==> src/shape_pair_collision_test_top_defines.svh <==
// Assertion helpers used by the RTL.
`ifndef SHAPE_PAIR_COLLISION_TEST_TOP_DEFINES_SVH
`define SHAPE_PAIR_COLLISION_TEST_TOP_DEFINES_SVH

// Same-cycle implication, disabled while reset is held.
`define SPCT_ASSERT_IMP(label, clk, rst_n, ante, cons) \
  label: assert property (@(posedge clk) disable iff (!rst_n) (ante) |-> (cons)) \
    else $error("spct assertion failed");

// Next-cycle implication, disabled while reset is held.
`define SPCT_ASSERT_NXT(label, clk, rst_n, ante, cons) \
  label: assert property (@(posedge clk) disable iff (!rst_n) (ante) |=> (cons)) \
    else $error("spct assertion failed");

`endif

==> src/spct_pkg.sv <==
`timescale 1ns / 1ps

package spct_pkg;

  localparam int SIZE_W = 15;
  localparam int MAG_W  = 17;
  localparam int SQ_W   = 2 * MAG_W;

  localparam logic [1:0] ACT_RECT_RECT     = 2'd0;
  localparam logic [1:0] ACT_CIRCLE_CIRCLE = 2'd1;
  localparam logic [1:0] ACT_RECT_CIRCLE   = 2'd2;
  localparam logic [1:0] ACT_RESERVED      = 2'd3;

  typedef logic [MAG_W-1:0] mag_t;
  typedef logic [SQ_W-1:0]  sq_t;

  typedef struct packed {
    mag_t dx;
    mag_t dy;
    logic near;
  } corner_t;

endpackage

==> src/spct_corner.sv <==
`timescale 1ns / 1ps

module spct_corner (
  input  logic              clk,
  input  logic              en,
  input  spct_pkg::corner_t corner,
  input  spct_pkg::sq_t     rr2,
  output logic              ok
);

  spct_pkg::sq_t sq_x_r;
  spct_pkg::sq_t sq_y_r;
  logic          near_r;
  logic [spct_pkg::SQ_W:0] sum;

  always_ff @(posedge clk) begin
    if (en) begin
      sq_x_r <= corner.dx * corner.dx;
      sq_y_r <= corner.dy * corner.dy;
      near_r <= corner.near;
    end
  end

  assign sum = {1'b0, sq_x_r} + {1'b0, sq_y_r};
  assign ok  = near_r && (sum <= {1'b0, rr2});

endmodule

==> src/shape_pair_collision_test_top.sv <==
`timescale 1ns / 1ps
// Shape pair collision test.
// Input channel (in_valid / in_ready) carries one word per shape pair: the
// pair selector in_action and the centres and sizes of both shapes.
// Output channel (out_valid / out_ready) returns one word per input word:
// out_hit when the shapes overlap or touch, out_invalid for the reserved
// selector. Results leave in the order the pairs arrived.
// A new pair is accepted every cycle while the output is not stalled, so the
// throughput is one word per cycle. The four register stages are the offsets,
// magnitude compares, squaring multipliers and the square-sum compare into the
// output register.
// Each stage has its own valid bit and takes a new word whenever it is empty
// or its successor moves, so bubbles are squeezed out and a word waiting at
// the output does not block input until every stage is full.
// When the receiver holds out_ready low, out_valid and the result stay put.
// Reset clears all valid bits; no word is in flight after reset.
`include "shape_pair_collision_test_top_defines.svh"

module shape_pair_collision_test_top #(
  parameter int COORD_BITS = 16
) (
  input  logic                               clk,
  input  logic                               rst_n,
  input  logic                               in_valid,
  output logic                               in_ready,
  input  logic [1:0]                         in_action,
  input  logic signed [COORD_BITS-1:0]       in_a_x,
  input  logic signed [COORD_BITS-1:0]       in_a_y,
  input  logic [spct_pkg::SIZE_W-1:0]        in_a_width,
  input  logic [spct_pkg::SIZE_W-1:0]        in_a_height,
  input  logic [spct_pkg::SIZE_W-1:0]        in_a_radius,
  input  logic signed [COORD_BITS-1:0]       in_b_x,
  input  logic signed [COORD_BITS-1:0]       in_b_y,
  input  logic [spct_pkg::SIZE_W-1:0]        in_b_width,
  input  logic [spct_pkg::SIZE_W-1:0]        in_b_height,
  input  logic [spct_pkg::SIZE_W-1:0]        in_b_radius,
  output logic                               out_valid,
  input  logic                               out_ready,
  output logic                               out_hit,
  output logic                               out_invalid
);

  localparam int DW = ((COORD_BITS > spct_pkg::SIZE_W) ? COORD_BITS : spct_pkg::SIZE_W) + 4;
  localparam int MW = spct_pkg::MAG_W;
  localparam int SW = spct_pkg::SIZE_W;

  logic rdy1, rdy2, rdy3, rdy4;
  logic v1_r, v2_r, v3_r;

  assign rdy4     = !out_valid || out_ready;
  assign rdy3     = !v3_r || rdy4;
  assign rdy2     = !v2_r || rdy3;
  assign rdy1     = !v1_r || rdy2;
  assign in_ready = rdy1;

  always_ff @(posedge clk) begin
    if (!rst_n) begin
      v1_r      <= 1'b0;
      v2_r      <= 1'b0;
      v3_r      <= 1'b0;
      out_valid <= 1'b0;
    end else begin
      if (rdy1) v1_r <= in_valid;
      if (rdy2) v2_r <= v1_r;
      if (rdy3) v3_r <= v2_r;
      if (rdy4) out_valid <= v3_r;
    end
  end

  // Stage 1: doubled offsets from the circle centre to the rectangle edges, or doubled centre offsets for circle pairs.
  logic signed [DW-1:0] ax_e, ay_e, bx_e, by_e, aw_e, ah_e;
  logic signed [DW-1:0] ex, ey;
  logic signed [DW-1:0] dl_nxt, dr_nxt, dt_nxt, db_nxt;
  logic [MW-1:0]        rr_nxt;
  logic [SW:0]          sx_nxt, sy_nxt;

  assign ax_e = DW'(in_a_x);
  assign ay_e = DW'(in_a_y);
  assign bx_e = DW'(in_b_x);
  assign by_e = DW'(in_b_y);
  assign aw_e = DW'($signed({1'b0, in_a_width}));
  assign ah_e = DW'($signed({1'b0, in_a_height}));
  assign ex   = (ax_e - bx_e) <<< 1;
  assign ey   = (ay_e - by_e) <<< 1;
  assign sx_nxt = {1'b0, in_a_width} + {1'b0, in_b_width};
  assign sy_nxt = {1'b0, in_a_height} + {1'b0, in_b_height};

  always_comb begin
    if (in_action == spct_pkg::ACT_CIRCLE_CIRCLE) begin
      dl_nxt = ex;
      dr_nxt = ex;
      dt_nxt = ey;
      db_nxt = ey;
      rr_nxt = {({1'b0, in_a_radius} + {1'b0, in_b_radius}), 1'b0};
    end else begin
      dl_nxt = ex - aw_e;
      dr_nxt = ex + aw_e;
      dt_nxt = ey - ah_e;
      db_nxt = ey + ah_e;
      rr_nxt = {1'b0, in_b_radius, 1'b0};
    end
  end

  logic signed [DW-1:0] dl_r, dr_r, dt_r, db_r, ex_r, ey_r;
  logic [MW-1:0]        rr1_r;
  logic [SW:0]          sx_r, sy_r;
  logic [1:0]           act1_r;

  always_ff @(posedge clk) begin
    if (rdy1) begin
      dl_r   <= dl_nxt;
      dr_r   <= dr_nxt;
      dt_r   <= dt_nxt;
      db_r   <= db_nxt;
      ex_r   <= ex;
      ey_r   <= ey;
      rr1_r  <= rr_nxt;
      sx_r   <= sx_nxt;
      sy_r   <= sy_nxt;
      act1_r <= in_action;
    end
  end

  // Stage 2: magnitudes, range compares, inside and edge tests.
  logic [DW-1:0]        ml, mr, mt, mb, mex, mey, rr_e;
  logic                 le_l, le_r, le_t, le_b;
  logic                 hin, vin, center_in, edge_hit, rect_hit;
  logic signed [DW:0]   sum_x, sum_y;
  spct_pkg::corner_t    c_nxt [4];

  assign ml   = $unsigned(dl_r[DW-1] ? -dl_r : dl_r);
  assign mr   = $unsigned(dr_r[DW-1] ? -dr_r : dr_r);
  assign mt   = $unsigned(dt_r[DW-1] ? -dt_r : dt_r);
  assign mb   = $unsigned(db_r[DW-1] ? -db_r : db_r);
  assign mex  = $unsigned(ex_r[DW-1] ? -ex_r : ex_r);
  assign mey  = $unsigned(ey_r[DW-1] ? -ey_r : ey_r);
  assign rr_e = DW'(rr1_r);
  assign le_l = ml <= rr_e;
  assign le_r = mr <= rr_e;
  assign le_t = mt <= rr_e;
  assign le_b = mb <= rr_e;
  assign hin  = (dl_r <= 0) && (dr_r >= 0);
  assign vin  = (dt_r <= 0) && (db_r >= 0);
  assign sum_x = (DW+1)'(dl_r) + (DW+1)'(dr_r);
  assign sum_y = (DW+1)'(dt_r) + (DW+1)'(db_r);
  assign center_in = hin && vin;
  assign edge_hit = (hin && (sum_y >= 0) && le_t) || (hin && (sum_y <= 0) && le_b) ||
                    (vin && (sum_x >= 0) && le_l) || (vin && (sum_x <= 0) && le_r);
  assign rect_hit = (mex <= DW'(sx_r)) && (mey <= DW'(sy_r));

  assign c_nxt[0] = '{dx: ml[MW-1:0], dy: mt[MW-1:0], near: le_l && le_t};
  assign c_nxt[1] = '{dx: mr[MW-1:0], dy: mt[MW-1:0], near: le_r && le_t};
  assign c_nxt[2] = '{dx: ml[MW-1:0], dy: mb[MW-1:0], near: le_l && le_b};
  assign c_nxt[3] = '{dx: mr[MW-1:0], dy: mb[MW-1:0], near: le_r && le_b};

  spct_pkg::corner_t c_r [4];
  logic [MW-1:0]     rr2_r;
  logic [1:0]        act2_r;
  logic              early2_r, rect2_r;

  always_ff @(posedge clk) begin
    if (rdy2) begin
      c_r      <= c_nxt;
      rr2_r    <= rr1_r;
      act2_r   <= act1_r;
      early2_r <= center_in || edge_hit;
      rect2_r  <= rect_hit;
    end
  end

  // Stage 3: squares inside the corner units, squared radius here.
  spct_pkg::sq_t rsq_r;
  logic [1:0]    act3_r;
  logic          early3_r, rect3_r;
  logic [3:0]    corner_ok;

  always_ff @(posedge clk) begin
    if (rdy3) begin
      rsq_r    <= rr2_r * rr2_r;
      act3_r   <= act2_r;
      early3_r <= early2_r;
      rect3_r  <= rect2_r;
    end
  end

  for (genvar g = 0; g < 4; g++) begin : g_corner
    spct_corner u_corner (
      .clk    (clk),
      .en     (rdy3),
      .corner (c_r[g]),
      .rr2    (rsq_r),
      .ok     (corner_ok[g])
    );
  end

  // Stage 4: result selection into the output register.
  logic hit_nxt, invalid_nxt;

  always_comb begin
    invalid_nxt = 1'b0;
    unique case (act3_r)
      spct_pkg::ACT_RECT_RECT:     hit_nxt = rect3_r;
      spct_pkg::ACT_CIRCLE_CIRCLE: hit_nxt = corner_ok[0];
      spct_pkg::ACT_RECT_CIRCLE:   hit_nxt = early3_r || (|corner_ok);
      spct_pkg::ACT_RESERVED: begin
        hit_nxt     = 1'b0;
        invalid_nxt = 1'b1;
      end
      default: hit_nxt = 1'b0;
    endcase
  end

  always_ff @(posedge clk) begin
    if (rdy4) begin
      out_hit     <= hit_nxt;
      out_invalid <= invalid_nxt;
    end
  end

  `SPCT_ASSERT_IMP(a_invalid_no_hit, clk, rst_n, out_valid && out_invalid, !out_hit)
  `SPCT_ASSERT_IMP(a_empty_ready, clk, rst_n, !v1_r && !v2_r && !v3_r && !out_valid, in_ready)
  `SPCT_ASSERT_NXT(a_stage3_hold, clk, rst_n, v3_r && !rdy4, v3_r)

endmodule
==> config.mk <==
export PLATFORM = sky130hd
export DESIGN_NAME = shape_pair_collision_test_top
export DESIGN_NICKNAME = d
export VERILOG_FILES = /design/src/spct_pkg.sv /design/src/spct_corner.sv /design/src/shape_pair_collision_test_top.sv
export VERILOG_INCLUDE_DIRS = /design/src /design/src/src
export SDC_FILE = /design/constraint.sdc
export NUM_CORES = 2
export LEC_CHECK = 0
export BUFFER_PORTS_ARGS = -buffer_cell sky130_fd_sc_hd__buf_2
export CORE_UTILIZATION = 65
export DETAILED_ROUTE_END_ITERATION = 10
export GPL_ROUTABILITY_DRIVEN = 0
export PLACE_DENSITY = 0.82
export RECOVER_POWER = 100
export SLEW_MARGIN = 20
export SYNTH_ARGS = -nofsm -noshare
export SYNTH_HDL_FRONTEND = slang
export SYNTH_SLANG_ARGS = --single-unit
==> constraint.sdc <==
create_clock -name clk -period 7.8 [get_ports clk]
set_clock_uncertainty 0.2 [all_clocks]
set_input_delay 0.39 -clock clk [delete_from_list [all_inputs] [get_ports clk]]
set_output_delay 0.39 -clock clk [all_outputs]
set_load 0.01 [all_outputs]
Word-level counts from Yosys, hierarchy flattened
Index checks and enable logic that the tools add are counted.
W data, S select, Z words.
Storage, ports and cells
  register bits after elaboration: 442
  input port bits: 160
  output and inout port bits: 4
  word-level logic and storage cells: 141
Cells by class
  add/sub/neg operators: 21
  $mul: 5
  $lt $le $gt $ge: 18
  equality and inequality tests: 4
  multiplexer cells: 13
  reduce and logical (&&, ||, !) cells: 35
Operators with widths (count)
  $mux W20: 10
  $mul A17 B17 Y34: 5
  $add A34 B34 Y35: 4
  $le A35 B34 Y1: 4
  $le A20 B17 Y1: 4
  $neg A20 Y20: 4
  $add A15 B15 Y16: 3
  $add A20 B20 Y21: 2
  $ge A21 B1 Y1 const B: 2
  $le A21 B1 Y1 const B: 2
  $ge A20 B1 Y1 const B: 2
  $le A20 B1 Y1 const B: 2
  $le A20 B16 Y1: 2
  $neg A18 Y20: 2
  $add A18 B16 Y19: 2
  $sub A18 B16 Y19: 2
  $sub A16 B16 Y17: 2
  $logic_and A1 B1 Y1: 20
  $mux W16: 1
  $logic_or A1 B1 Y1: 9
  $eq A2 B1 Y1 const B: 2
  $eq A2 B2 Y1 const B: 2
  $logic_not A1 Y1: 4
  $pmux W1 S4: 1
  other kinds (3): 3

Depth between registers and ports, before layout
  depth after elaboration: 8
  depth in mapped cells: 27
  gate-level depth less buffers: 25

Hierarchy
From an unflattened synthesis, not the netlist that was laid out.
Unflattened totals
  cells, all modules: 11933
  area total of the unflattened synthesis: 111662.1 um2
Modules (own cells, without submodules)
  shape_pair_collision_test_top: instances 1, cells each 3028, area an instance 28989.1 um2
  spct_corner (g_corner[2].u_corner): instances 1, cells each 2254, area an instance 20771.2 um2
  spct_corner (g_corner[3].u_corner): instances 1, cells each 2237, area an instance 20742.4 um2
  spct_corner (g_corner[0].u_corner): instances 1, cells each 2208, area an instance 20629.8 um2
  spct_corner (g_corner[1].u_corner): instances 1, cells each 2206, area an instance 20529.7 um2

Worst setup path before layout
OpenSTA, ideal clock, no wires.
  kind: reg2reg
  start: reg c_r[22] (netlist name)
  end: reg g_corner[1].u_corner.sq_x_r[32] (data pin)
  setup time: 0.281 ns
  data arrival time: 6.323 ns
  slack: 0.997 ns
  stages on the path, launching flop included: 23
  cell sequence: edfxtp_1 clkbuf_1 nand2_1 inv_1 fa_1 inv_1 fa_1 fa_1 fa_1 fa_1 fa_1 inv_1 ha_1 clkbuf_1 a211oi_1 nor3_1 or3_1 a21o_1 a211oi_1 o21ai_0 nor2b_1 o41ai_1 o211ai_1
RTL lines
  end signal, assigned: line spct_corner.sv:18  | sq_x_r <= corner.dx * corner.dx;
  end, declared: line spct_corner.sv:11  | spct_pkg::sq_t sq_x_r;

==> flow_summary.toml <==
[logic_synthesis]
synth.net_count = 10133
synth_top_family_by_area = "adder cells"
synth.ff_latch_count = 423
synthAdderAreaFrac = 0.437
synth_compound_area_frac = 0.113
yosysSeqAreaShare = 0.171
synth_area_sq_um = 73900
synthFlopType = "edfxtp_1"
synth_top_area_cell = "fa_1"
synthArstFlopShare = 0
yosys.area_share.simple = 0.122
synth_xor_area_frac = 0.0604
synth_top_cell_area_share = 0.257
synth_edf_count = 419
yosysWarnings = 0
synthMuxAreaShare = 0.00186
syn_avg_cell_area_sq_um = 9.28
synth.area.top_cells = "fa_1 26%, ha_1 18%, edfxtp_1 17%"
ys_types = 87
synthCells = 7961

[route]
wire_per_inst_um = 19.3
ant_nets = 0
drtIter0Drc = 4246
viasPerCell = 5.89
finalWirelength_mm = 187
routed-via-count = 57070
drtPass1Iterations = 6
remaining_drc_errors = 0

[floorplanning]
rows = 123
dieHeight_um = 339
start_util = 0.656
dieArea_sq_um = 115000
design.core.area_sq_um = 113000
dieWidth_um = 339
ios = 164

[global_routing]
grt_max_degree = 160
grt_use_total = 0.329
grt-ovfl-total = 0
antenna_found_initial = 11
grt_pass1_vias = 60076
grt_pass1_wl_mm = 301

[final_layout]
fill_cells = 8332
final_common_cell = "inv_1"
fin_nets = 10321
final_cell_mix = "1720 x inv_1, 1065 x ha_1, 947 x fa_1"
areaGrowthSynthToFinish_pct = 6.33
layout-drive-gt1-share = 0.0441

[run_status]
violations = "capacitance limit, slew limit"
status = "finished, violations left"

[clock_tree]
cts_root_buffer = "clkbuf_16"
htree_levels = 2
clkLatencyLatePin_ns = 0.65
cts_tree = "yes"
cts_resized = 0
cts_buffer_depth = 3
numCtsBuffers = 49
path_clk_slew_ns = 0.06
cts_sinks = 423

[sta]
setup_tns_ns = 0
fin_crit_sh = 0.951
fmax_ghz = 0.135
slew_violations = 469
rsz0062_at_grt = "false"
worst_pin_slew_ns = 4.46
finalSetupViolCount = 0
hold_violations = 0
worst_slew_margin_rel = -1.97
fin_crit_ns = 7.42

[flow_run]
maxCapViolations = 6

[placed_design]
io_buffers = 163
hpwl_mm = 156

[worst_setup_path]
cp.arrival_ns = 7.60
critical_path_class = "reg -> reg"
cp.required_ns = 7.99
start_kind = "flip-flop"
critPathCaptureType = "flip-flop"
worst-r2r-cell-count = 23
crit_fanout = 11

[worst_hold_path]
min_path_type = "in -> reg"
whs_path_depth = 3
==> registers in the layout (all words and copies together) (netlist names), 2 cells and up <==
register                  count
rsq_r                        31
dr_r                         18
db_r                         18
g_corner.u_corner.sq_x_r     65
ey_r                         17
sx_r                         16
act1_r                        2
rr1_r                        16
act2_r                        2
dl_r                         19
ex_r                         17
c_r                          70
g_corner.u_corner.near_r      4
rr2_r                        16
dt_r                         19
sy_r                         16
g_corner.u_corner.sq_y_r     65
act3_r                        2
==> synthesized netlist by cell type (all sizes together) (86+ instances only) <==
master / n
inv: 1721
nand2: 567
nor3: 87
clkbuf: 139
xnor2: 393
edfxtp: 419
ha: 1065
nand3: 92
and2: 308
a21oi: 433
o21ai: 267
a21o: 189
nor2b: 86
nor2: 356
fa: 947
xor2: 117
==> metal layers <==
layer,global-route usage,vias up,wire (um)
met5,0,-,25
met4,0.191,4,12200
met2,0.564,2476,90000
met3,0.0618,680,15400
li1,-,26378,-
met1,0.387,27532,69000
==> metrics by stage <==
stage | hold WS [ns] | std cells | util | area (sq um) | setup WS, ns
after global placement | 0.200 | 9552 | 0.680 | 76600 | 0.687
after detailed placement | 0.205 | 9552 | 0.680 | 76600 | 0.479
after global routing | 0.0263 | 9687 | 0.697 | 78600 | 0.0345
final | 0.0219 | 9692 | 0.698 | 78600 | 0.382
after CTS | 0.000564 | 9681 | 0.698 | 78600 | 0.389
after floorplan | 0.200 | 7961 | - | 73900 | 0.997
==> worst paths after layout <==
path / from / end / slack [ns]
max: c_r[22] / g_corner[1].u_corner.sq_x_r[33] / 0.38
min: in_b_height[3] / sy_r[3] / 0.02
max reg2reg: c_r[22] / g_corner[1].u_corner.sq_x_r[33] / 0.38
min reg2reg: c_r[70] / g_corner[1].u_corner.near_r / 0.22
==> cell families (layout without fill, tap and decap cells) <==
family                     count (synthesis)  count (layout)
AOI/OAI and AO/OA                       1315            1315
xor gates and xnor gates                 510             510
buffers and inverters                   1865            2090
other                                      0               6
adders and majority gates               2012            2012
and+or+nand+nor                         1823            1823
muxes                                     13              13
DFF                                      423             423
==> final cells by class <==
type	instances	area, sq um	area share
multi-input combinational	5673	54200	0.690
inverter	1721	6460	0.0822
antenna	6	15.0	0.000191
clock buffer	55	1250	0.0159
timing repair buffer	281	1740	0.0221
tap	1500	1880	0.0239
clock inverter	33	343	0.00436
sequential	423	12700	0.161
==> worst max-delay path, stage by stage, from the launching register on <==
cell	delay (ns)
edfxtp_1	0.49
buf_4	0.24
and2_0	0.17
fa_1	0.59
inv_1	0.08
fa_1	0.52
fa_1	0.52
inv_1	0.06
fa_1	0.52
fa_1	0.52
inv_1	0.06
fa_1	0.48
inv_1	0.05
ha_1	0.33
a21oi_1	0.14
o21ai_0	0.09
a221oi_1	0.47
o21ai_0	0.19
o31a_1	0.29
nor3_1	0.31
o31ai_1	0.17
a211oi_1	0.34
a21oi_1	0.15
xnor2_1	0.15
==> timing repair <==
item / in CTS / in global routing
setup endpoints to repair: 0 / 2
setup buffers: 0 / 5
hold buffers: 41 / 0
hold endpoints to repair: 37 / 0
Power is left out: the tool's default activity adds up to more than one toggle a clock period on the data nets, which glitch-free logic cannot reach.
